## config.mk

```make
export PLATFORM = sky130hd
export DESIGN_NAME = sync_length_checksum_deframer_unit_flat
export DESIGN_NICKNAME = d
export VERILOG_FILES = /design/src/design/slcd_pkg.sv /design/src/design/slcd_channels.sv /design/src/design/slcd_store.sv /design/src/design/slcd_parser.sv /design/src/design/sync_length_checksum_deframer_unit.sv /design/src/flat_wrapper.sv
export SDC_FILE = /design/constraint.sdc
export NUM_CORES = 1
export LEC_CHECK = 0
export BUFFER_PORTS_ARGS = -buffer_cell sky130_fd_sc_hd__buf_2
export CAP_MARGIN = 20
export CORE_MARGIN = 5
export CORE_UTILIZATION = 60
export DETAILED_ROUTE_END_ITERATION = 6
export GPL_TIMING_DRIVEN = 0
export HOLD_SLACK_MARGIN = 0.05
export PLACE_DENSITY = 0.81
export SYNTH_ARGS = -nofsm -noshare
export SYNTH_HDL_FRONTEND = slang
export SYNTH_SLANG_ARGS = --single-unit
```

## constraint.sdc

```tcl
create_clock -name clk -period 3.1 [get_ports clk]
set_clock_uncertainty 0.15 [all_clocks]
set_input_delay 0 -clock clk [delete_from_list [all_inputs] [get_ports clk]]
set_output_delay 0 -clock clk [all_outputs]
set_load 0.005 [all_outputs]
```

## src/design/slcd_pkg.sv

```systemverilog
// ----------------------------------------------------------------------------
// slcd_pkg
// Shared types and constants for the sync/length/checksum deframer.
// ----------------------------------------------------------------------------
package slcd_pkg;

  // Default payload store depth
  localparam int unsigned MaxPayloadDefault = 32;

  // Register reset values
  localparam logic [7:0] SyncReset  = 8'h11;
  localparam logic [6:0] LimitReset = 7'd32;

  // Configuration port
  localparam int unsigned CfgIdxW  = 1;
  localparam int unsigned CfgDataW = 8;

  typedef enum logic [CfgIdxW-1:0] {
    CFG_SYNC  = 1'b0,
    CFG_LIMIT = 1'b1
  } cfg_idx_t;

  // Parser phases; release streams the stored payload out
  typedef enum logic [2:0] {
    PH_HUNT,
    PH_LEN,
    PH_DATA,
    PH_SUM,
    PH_RELEASE
  } phase_t;

  // Store access strobes from the parser
  typedef struct packed {
    logic wr_en;
    logic rd_en;
  } store_ctl_t;

endpackage

```

## src/design/slcd_channels.sv

```systemverilog
// ----------------------------------------------------------------------------
// slcd_channels
// Valid/ready channels for received bytes and verified payload results.
// ----------------------------------------------------------------------------
interface slcd_rx_if;
  logic       valid;
  logic       ready;
  logic [7:0] rx_byte;

  modport source (output valid, output rx_byte, input ready);
  modport sink   (input valid, input rx_byte, output ready);
endinterface

interface slcd_tx_if;
  logic       valid;
  logic       ready;
  logic [7:0] payload_byte;
  logic [6:0] frame_length;
  logic       last_of_frame;
  logic       empty_frame;

  modport source (output valid, output payload_byte, output frame_length,
                  output last_of_frame, output empty_frame, input ready);
  modport sink   (input valid, input payload_byte, input frame_length,
                  input last_of_frame, input empty_frame, output ready);
endinterface

```

## src/design/slcd_store.sv

```systemverilog
// ----------------------------------------------------------------------------
// slcd_store
// Payload store: one write port, one read port with registered read data.
// ----------------------------------------------------------------------------
module slcd_store #(
  parameter int unsigned MAX_PAYLOAD = slcd_pkg::MaxPayloadDefault,
  parameter int unsigned AW          = 5
) (
  input  logic                   clk,
  input  slcd_pkg::store_ctl_t   st_ctl,
  input  logic [AW-1:0]          wr_addr,
  input  logic [7:0]             wr_data,
  input  logic [AW-1:0]          rd_addr,
  output logic [7:0]             rd_data
);
  import slcd_pkg::*;

  logic [7:0] mem [MAX_PAYLOAD];

  // Write payload bytes as they arrive
  always_ff @(posedge clk) begin
    if (st_ctl.wr_en) begin
      mem[wr_addr] <= wr_data;
    end
  end

  // Read one entry per cycle during release while the output is not stalled
  always_ff @(posedge clk) begin
    if (st_ctl.rd_en) begin
      rd_data <= mem[rd_addr];
    end
  end

endmodule

```

## src/design/slcd_parser.sv

```systemverilog
// ----------------------------------------------------------------------------
// slcd_parser
// Frame parser: sync hunt, length check, checksum, release sequencing and
// the output control register.
// ----------------------------------------------------------------------------
module slcd_parser #(
  parameter int unsigned MAX_PAYLOAD = slcd_pkg::MaxPayloadDefault,
  parameter int unsigned AW          = 5
) (
  input  logic                          clk,
  input  logic                          rst,
  input  logic                          cfg_we,
  input  logic [slcd_pkg::CfgIdxW-1:0]  cfg_index,
  input  logic [slcd_pkg::CfgDataW-1:0] cfg_data,
  input  logic                          rx_valid,
  input  logic [7:0]                    rx_byte,
  output logic                          rx_ready,
  input  logic                          tx_ready,
  output logic                          tx_valid,
  output logic [6:0]                    tx_len,
  output logic                          tx_last,
  output logic                          tx_empty,
  output slcd_pkg::store_ctl_t          st_ctl,
  output logic [AW-1:0]                 wr_addr,
  output logic [7:0]                    wr_data,
  output logic [AW-1:0]                 rd_addr
);
  import slcd_pkg::*;

  localparam logic [6:0] MaxLen = 7'(MAX_PAYLOAD);

  logic [7:0] sync_value;
  logic [6:0] length_limit;
  phase_t     phase, phase_next;
  logic [6:0] exp_len;
  logic [6:0] cnt;
  logic [7:0] running_sum;

  logic [6:0] eff_limit;
  logic [6:0] cnt_inc;
  logic       rx_fire;
  logic       sum_ok;
  logic       len_bad;
  logic       rel_last;
  logic       empty_load;

  assign eff_limit = (length_limit < MaxLen) ? length_limit : MaxLen;
  assign cnt_inc   = cnt + 7'd1;
  assign rx_fire   = rx_valid && rx_ready;
  assign sum_ok    = (rx_byte == running_sum);
  assign len_bad   = (rx_byte > {1'b0, eff_limit});
  assign rel_last  = (cnt == exp_len - 7'd1);
  assign wr_addr   = cnt[AW-1:0];
  assign rd_addr   = cnt[AW-1:0];
  assign wr_data   = rx_byte;

  // Configuration registers
  always_ff @(posedge clk) begin
    if (rst) begin
      sync_value   <= SyncReset;
      length_limit <= LimitReset;
    end else if (cfg_we) begin
      case (cfg_idx_t'(cfg_index))
        CFG_SYNC:  sync_value   <= cfg_data;
        CFG_LIMIT: length_limit <= cfg_data[6:0];
        default: ;
      endcase
    end
  end

  // Next phase
  always_comb begin
    phase_next = phase;
    case (phase)
      PH_HUNT: begin
        if (rx_fire && rx_byte == sync_value) phase_next = PH_LEN;
      end
      PH_LEN: begin
        if (rx_fire) begin
          if (len_bad)              phase_next = PH_HUNT;
          else if (rx_byte == 8'd0) phase_next = PH_SUM;
          else                      phase_next = PH_DATA;
        end
      end
      PH_DATA: begin
        if (rx_fire && cnt_inc >= exp_len) phase_next = PH_SUM;
      end
      PH_SUM: begin
        if (rx_fire) begin
          if (sum_ok && exp_len != 7'd0) phase_next = PH_RELEASE;
          else                           phase_next = PH_HUNT;
        end
      end
      PH_RELEASE: begin
        if (st_ctl.rd_en && rel_last) phase_next = PH_HUNT;
      end
      default: phase_next = PH_HUNT;
    endcase
  end

  // Phase outputs: handshake and store strobes
  always_comb begin
    rx_ready     = 1'b0;
    st_ctl.wr_en = 1'b0;
    st_ctl.rd_en = 1'b0;
    empty_load   = 1'b0;
    case (phase)
      PH_HUNT, PH_LEN: begin
        rx_ready = 1'b1;
      end
      PH_DATA: begin
        rx_ready     = 1'b1;
        st_ctl.wr_en = rx_valid && (cnt < MaxLen);
      end
      PH_SUM: begin
        // hold off until the output slot can take an empty-frame result
        rx_ready   = !tx_valid;
        empty_load = rx_valid && !tx_valid && sum_ok && (exp_len == 7'd0);
      end
      PH_RELEASE: begin
        st_ctl.rd_en = !tx_valid || tx_ready;
      end
      default: ;
    endcase
  end

  // Phase, counters and running sum
  always_ff @(posedge clk) begin
    if (rst) begin
      phase       <= PH_HUNT;
      exp_len     <= 7'd0;
      cnt         <= 7'd0;
      running_sum <= 8'd0;
    end else begin
      phase <= phase_next;
      case (phase)
        PH_HUNT: begin
          if (rx_fire && rx_byte == sync_value) running_sum <= rx_byte;
        end
        PH_LEN: begin
          if (rx_fire && !len_bad) begin
            exp_len     <= rx_byte[6:0];
            cnt         <= 7'd0;
            running_sum <= running_sum + rx_byte;
          end
        end
        PH_DATA: begin
          if (rx_fire) begin
            cnt         <= cnt_inc;
            running_sum <= running_sum + rx_byte;
          end
        end
        PH_SUM: begin
          if (rx_fire) cnt <= 7'd0;
        end
        PH_RELEASE: begin
          if (st_ctl.rd_en) cnt <= cnt_inc;
        end
        default: ;
      endcase
    end
  end

  // Output register; payload data sits in the store read register
  always_ff @(posedge clk) begin
    if (rst) begin
      tx_valid <= 1'b0;
    end else if (st_ctl.rd_en || empty_load) begin
      tx_valid <= 1'b1;
    end else if (tx_ready) begin
      tx_valid <= 1'b0;
    end
  end

  always_ff @(posedge clk) begin
    if (st_ctl.rd_en) begin
      tx_len   <= exp_len;
      tx_last  <= rel_last;
      tx_empty <= 1'b0;
    end else if (empty_load) begin
      tx_len   <= 7'd0;
      tx_last  <= 1'b1;
      tx_empty <= 1'b1;
    end
  end

`ifndef SYNTHESIS
  a_last_read_ends_release: assert property (@(posedge clk) disable iff (rst)
    st_ctl.rd_en && rel_last |=> phase == PH_HUNT)
    else $error("release did not end after last read");

  a_no_write_during_read: assert property (@(posedge clk) disable iff (rst)
    st_ctl.wr_en |-> !st_ctl.rd_en)
    else $error("store written while releasing");

  a_write_within_frame: assert property (@(posedge clk) disable iff (rst)
    st_ctl.wr_en && rx_valid |-> cnt < exp_len)
    else $error("payload write beyond frame length");

  a_empty_result_shape: assert property (@(posedge clk) disable iff (rst)
    tx_valid && tx_empty |-> tx_last && tx_len == 7'd0)
    else $error("empty-frame result malformed");
`endif

endmodule

```

## src/design/sync_length_checksum_deframer_unit.sv

```systemverilog
// An empty-frame result is registered, valid the cycle after its checksum is
// taken; a first payload byte follows once release starts and the store read
// register loads. Throughput: one byte per cycle when not held off; after a
// good checksum the payload leaves at one byte per cycle unless the output
// stalls; input waits until it has left; a checksum waits on a pending result.
// Reset: sync; clears phase, counters, sum, config, tx_valid; not the store.
// ----------------------------------------------------------------------------
// sync_length_checksum_deframer_unit
// Top level: frame parser plus payload store.
// ----------------------------------------------------------------------------
module sync_length_checksum_deframer_unit #(
  parameter int unsigned MAX_PAYLOAD = slcd_pkg::MaxPayloadDefault
) (
  input  logic                          clk,
  input  logic                          rst,
  input  logic                          cfg_we,
  input  logic [slcd_pkg::CfgIdxW-1:0]  cfg_index,
  input  logic [slcd_pkg::CfgDataW-1:0] cfg_data,
  slcd_rx_if.sink                       rx,
  slcd_tx_if.source                     tx
);
  import slcd_pkg::*;

  localparam int unsigned AW = (MAX_PAYLOAD > 1) ? $clog2(MAX_PAYLOAD) : 1;

  store_ctl_t    st_ctl;
  logic [AW-1:0] wr_addr;
  logic [AW-1:0] rd_addr;
  logic [7:0]    wr_data;
  logic [7:0]    rd_data;
  logic          tx_empty;

  slcd_parser #(
    .MAX_PAYLOAD (MAX_PAYLOAD),
    .AW          (AW)
  ) u_parser (
    .clk       (clk),
    .rst       (rst),
    .cfg_we    (cfg_we),
    .cfg_index (cfg_index),
    .cfg_data  (cfg_data),
    .rx_valid  (rx.valid),
    .rx_byte   (rx.rx_byte),
    .rx_ready  (rx.ready),
    .tx_ready  (tx.ready),
    .tx_valid  (tx.valid),
    .tx_len    (tx.frame_length),
    .tx_last   (tx.last_of_frame),
    .tx_empty  (tx_empty),
    .st_ctl    (st_ctl),
    .wr_addr   (wr_addr),
    .wr_data   (wr_data),
    .rd_addr   (rd_addr)
  );

  slcd_store #(
    .MAX_PAYLOAD (MAX_PAYLOAD),
    .AW          (AW)
  ) u_store (
    .clk     (clk),
    .st_ctl  (st_ctl),
    .wr_addr (wr_addr),
    .wr_data (wr_data),
    .rd_addr (rd_addr),
    .rd_data (rd_data)
  );

  // Empty frames carry a zero payload byte
  assign tx.empty_frame  = tx_empty;
  assign tx.payload_byte = tx_empty ? 8'd0 : rd_data;

endmodule

```

## src/flat_wrapper.sv

```systemverilog
// flat-port wrapper written by rule: the top's interface ports become plain ports
module sync_length_checksum_deframer_unit_flat import slcd_pkg::*;
#(
  parameter int unsigned MAX_PAYLOAD = slcd_pkg::MaxPayloadDefault
)
  (clk, rst, cfg_we, cfg_index, cfg_data, rx_valid, rx_rx_byte, rx_ready, tx_valid, tx_payload_byte, tx_frame_length, tx_last_of_frame, tx_empty_frame, tx_ready);
  slcd_rx_if rx_i ();
  slcd_tx_if tx_i ();
  input  logic clk;
  input  logic rst;
  input  logic cfg_we;
  input  logic [slcd_pkg::CfgIdxW-1:0] cfg_index;
  input  logic [slcd_pkg::CfgDataW-1:0] cfg_data;
  input wire logic [$bits(rx_i.valid)-1:0] rx_valid;
  input wire logic [$bits(rx_i.rx_byte)-1:0] rx_rx_byte;
  output wire logic [$bits(rx_i.ready)-1:0] rx_ready;
  output wire logic [$bits(tx_i.valid)-1:0] tx_valid;
  output wire logic [$bits(tx_i.payload_byte)-1:0] tx_payload_byte;
  output wire logic [$bits(tx_i.frame_length)-1:0] tx_frame_length;
  output wire logic [$bits(tx_i.last_of_frame)-1:0] tx_last_of_frame;
  output wire logic [$bits(tx_i.empty_frame)-1:0] tx_empty_frame;
  input wire logic [$bits(tx_i.ready)-1:0] tx_ready;
  assign rx_i.valid = rx_valid;
  assign rx_i.rx_byte = rx_rx_byte;
  assign rx_ready = rx_i.ready;
  assign tx_valid = tx_i.valid;
  assign tx_payload_byte = tx_i.payload_byte;
  assign tx_frame_length = tx_i.frame_length;
  assign tx_last_of_frame = tx_i.last_of_frame;
  assign tx_empty_frame = tx_i.empty_frame;
  assign tx_i.ready = tx_ready;
  sync_length_checksum_deframer_unit #(.MAX_PAYLOAD(MAX_PAYLOAD)) u_core (.clk(clk), .rst(rst), .cfg_we(cfg_we), .cfg_index(cfg_index), .cfg_data(cfg_data), .rx(rx_i), .tx(tx_i));
endmodule
```

==> implementation parameters <==
Parameter                              Value

STA
  Headroom to the max-slew limit ... 19.75%
  RSZ-0062 raised after global routing ... yes
  Final clock period utilization by the worst path ... 100.8%
  Min cycle time layout ... 3.124 ns
  Final Max Slew Viols ... 0
  Top achievable clock speed ... 0.3201 GHz
  Slew @ Worst Pin ... 1.195 ns
  Final number of hold-violating endpoints ... 0
  Worst setup margin ... -0.02410 ns
  Final Setup Violations ... 8

Floorplan
  Die width ... between 150 and 200 um
  Starting utilization of the core area ... 60.94%
  Core region area ... ~22,000 um2
  Die outline area ... 25,240 um2
  Count of standard-cell rows ... 54
  IO Pins ... 41
  Height of the die ... 158.9 um

Place
  Total placed instance area ... 13,840 um2
  Routability Congestion ... between 0.9 and 1
  IO Port Bufs ... 37
  HPWL after detailed placement ... 18,660 um

Run status
  Violations in the final reports ... setup timing
  Outcome ... finished, violations left

Drt
  Wire per inst ... 25.08 um
  Overall routed net length ... 31,350 um
  Length of the first detailed-routing pass in iterations ... 5
  Number of nets with antenna violations after detailed routing ... 0
  Via density per instance ... 6.402
  DRC ... 0
  Total number of vias ... 8,002
  Iteration-0 DRC count of the detailed router ... 979

Setup path
  FF-to-FF setup slack ... -0.02 ns
  Crit path to ... u_core.u_store.mem[18][5]
  Endpoint required time on the critical path ... 3.17 ns
  Reg2reg path depth ... 6
  Critical Path Fanout Max ... 10
  Beginning of the worst register-to-register path ... u_core.u_parser.phase[1]
  Crit. End Element ... flop
  Origin of the worst setup path ... u_core.u_parser.phase[1]
  Arrival time at the worst endpoint ... ~3.2 ns
  CP Launch Type ... flop
  Start-to-end type of the worst setup path ... flop to flop
  Reg2reg end ... u_core.u_store.mem[18][5]

Clock tree
  Total CTS buffers ... 30
  Largest buffer count on any clock path ... 3
  Depth of the CTS H-tree ... 1
  Clock insertion delay at the later pin of the skew report ... 0.57 ns
  Sink Count ... 314
  Post-CTS Setup Bufs ... 0
  TritonCTS clock tree ... yes
  Clock transition at the register clock pins on the worst setup and hold paths after CTS ... 0.06 ns
  Clock tree root buffer cell ... clkbuf_16

GRT
  Global-route total usage across every layer ... 24.20%
  Number of global-route vias before repair ... 7,987
  First-pass GRT wire length ... 47,310 um
  Total global routing overflow ... 0
  Number of antenna violations at the first check in global routing ... 1
  Largest net degree at the start of global routing ... 40

Yosys
  Flop and latch count out of synthesis ... ~310
  Post-synth design cell area ... 13,300 um2
  Number of distinct standard cells referenced by the synthesized netlist ... a little under 60
  Number of enable-type register cells in the synthesized netlist ... between 200 and 300
  Yosys warning count ... 0
  Synthesized area per cell ... between 15 and 20 um2
  Async set or reset register ratio after synthesis ... 0%
  Syn nets ... 880
  Flip-flop cell with the highest count after synthesis ... edfxtp_1
  Sequential area share after synthesis ... between 60% and 70%
  Post-synthesis cell count ... approximately 830

Finish
  Final std cell area, no fill ... 15,580 um2
  Fill cell instance count of the final layout ... 1,294
  Commonest non-fill, non-tap cells in the layout ... edfxtp_1 (272), mux4_2 (64), dlygate4sd3_1 (44)
  Layout-stage area growth over the synthesis result ... 17.16%
  Nets ... 993
  Most frequent standard cell in the layout excluding fill and tap cells ... edfxtp_1
  Share of post-route cells with drive strength above 1 ... between 20% and 30%

Power and ir drop
  Pwr per Cell Area ... between 500 and 600 nW/um2
  Standby leakage power ... 5.063 nW
  Highest ir drop seen on vdd ... between 0.4 and 0.5 mV
  Pwr Total ... about 8.6 mW

Worst hold path
  Class of the most critical hold timing path ... input port to flop

Flow run
  Total of max-cap violations ... 0
==> worst min path at each step <==
stage | slack [ns] | depth (start not counted) | to | start
after floorplan | -0.05 | 0 | u_core.u_store.mem[0][0] | rx_rx_byte[0]
after global routing | 0.15 | 4 | u_core.u_parser.length_limit[4] | cfg_data[4]
after detailed placement | 0.09 | 3 | u_core.u_parser.sync_value[0] | cfg_data[0]
after global placement | 0.09 | 3 | u_core.u_parser.sync_value[0] | cfg_data[0]
final | 0.14 | 4 | u_core.u_parser.length_limit[4] | cfg_data[4]
after CTS | 0.08 | 6 | u_core.u_parser.cnt[0] | rx_valid
==> sequential cells by signal, indices dropped and copies added (netlist names) <==
name,count
u_core.u_parser.cnt,7
u_core.u_parser.exp_len,7
u_core.u_parser.length_limit,7
u_core.u_parser.phase,3
u_core.u_parser.running_sum,8
u_core.u_parser.sync_value,8
u_core.u_parser.tx_empty,1
u_core.u_parser.tx_last,1
u_core.u_parser.tx_len,7
u_core.u_parser.tx_valid,1
u_core.u_store.mem,256
u_core.u_store.rd_data,8
==> worst max-delay path, stage by stage, from the launching register on <==
cell and delay [ns]:
dfxtp_1 0.41, buf_2 0.29, inv_2 0.07, or3_1 0.41
nor4b_4 0.50, nand2_2 0.43, nor2_2 0.52
==> cell families (layout without fill, tap and decap cells) <==
logic type / Yosys count / count (layout) / share of synthesized area, %
mux: 84 / 84 / 12.38
buf+inv: 58 / 195 / 2.004
flops: 314 / 314 / 67.73
other cells: 0 / 1 / 0
fa+ha+maj: 26 / 26 / 2.502
simple gates: 223 / 223 / 8.448
compound gates: 99 / 99 / 5.089
xor+xnor: 28 / 28 / 1.844
==> cell usage after synthesis (3+ instances only) <==
cell type	instances	share of area (%)
a21o_1	6	0.34
nor4_1	6	0.28
mux2_2	4	0.34
nor3_1	13	0.49
buf_6	4	0.34
nand2b_1	8	0.38
nand3b_1	3	0.17
a21oi_1	26	0.98
nor4b_1	4	0.26
and2_1	9	0.42
o21ai_0	15	0.56
mux4_2	64	11
nand4_1	11	0.52
a22oi_1	31	1.7
buf_1	5	0.14
inv_1	18	0.51
edfxtp_1	272	61
clkbuf_1	18	0.51
dfxtp_1	42	6.3
and3_1	6	0.28
xor2_1	17	1.1
nor2b_1	14	0.66
nor2_1	69	1.9
or3_1	7	0.33
xnor2_1	11	0.72
mux2i_1	16	1.2
buf_2	9	0.34
nand2_1	47	1.3
ha_1	25	2.4
a31oi_1	4	0.19
nand3_1	15	0.56
==> stage by stage <==
stage                     setup WS (ns)  instances  setup TNS [ns]  utilization (%)  hold WS [ns]
after global placement          -0.2802       1149          -18.12            63.40       0.08578
after floorplan                  0.4097        832               0                -      -0.05113
after detailed placement        -0.3507       1149          -33.52            63.40       0.08838
after global routing            -0.1300       1250          -10.48            71.40        0.1497
after CTS                       -0.1977       1249          -25.69            70.38       0.07516
final                          -0.02410       1250         -0.1408            71.40        0.1408
==> per-layer routing <==
layer	global-route usage, %	wire length, um
met1	33.78	12040
met5	0	0
met4	7.173	1247
met2	39.62	15170
met3	4.432	2894
==> where the power goes <==
part / switching (mW) / total, mW / internal [mW]
clock network: 1.60 / 3.80 / 2.21
logic: 0.151 / 0.233 / 0.0817
registers: 0.00760 / 4.60 / 4.59
total: 1.75 / 8.63 / 6.88
==> timing repair <==
item	4_1_cts	5_1_grt
resized for setup	19	66
endpoints found under the setup margin	265	292
hold buffers	44	0
endpoints found under the hold margin	298	0
==> final cells by class <==
class / instances / area (um2) / area share [%]
diodes: 1 / 2.502 / 0.01606
clock inverters: 22 / 269.0 / 1.726
repair buffers: 81 / 643.1 / 4.127
flip-flops and latches: 314 / 9009 / 57.81
inverters: 20 / 75.07 / 0.4818
clock buffers: 34 / 765.7 / 4.914
multi-input cells: 460 / 4252 / 27.28
plain buffers: 38 / 216.5 / 1.389
well taps: 280 / 350.3 / 2.248
No activity file was read; power rests on OpenSTA's default activity.
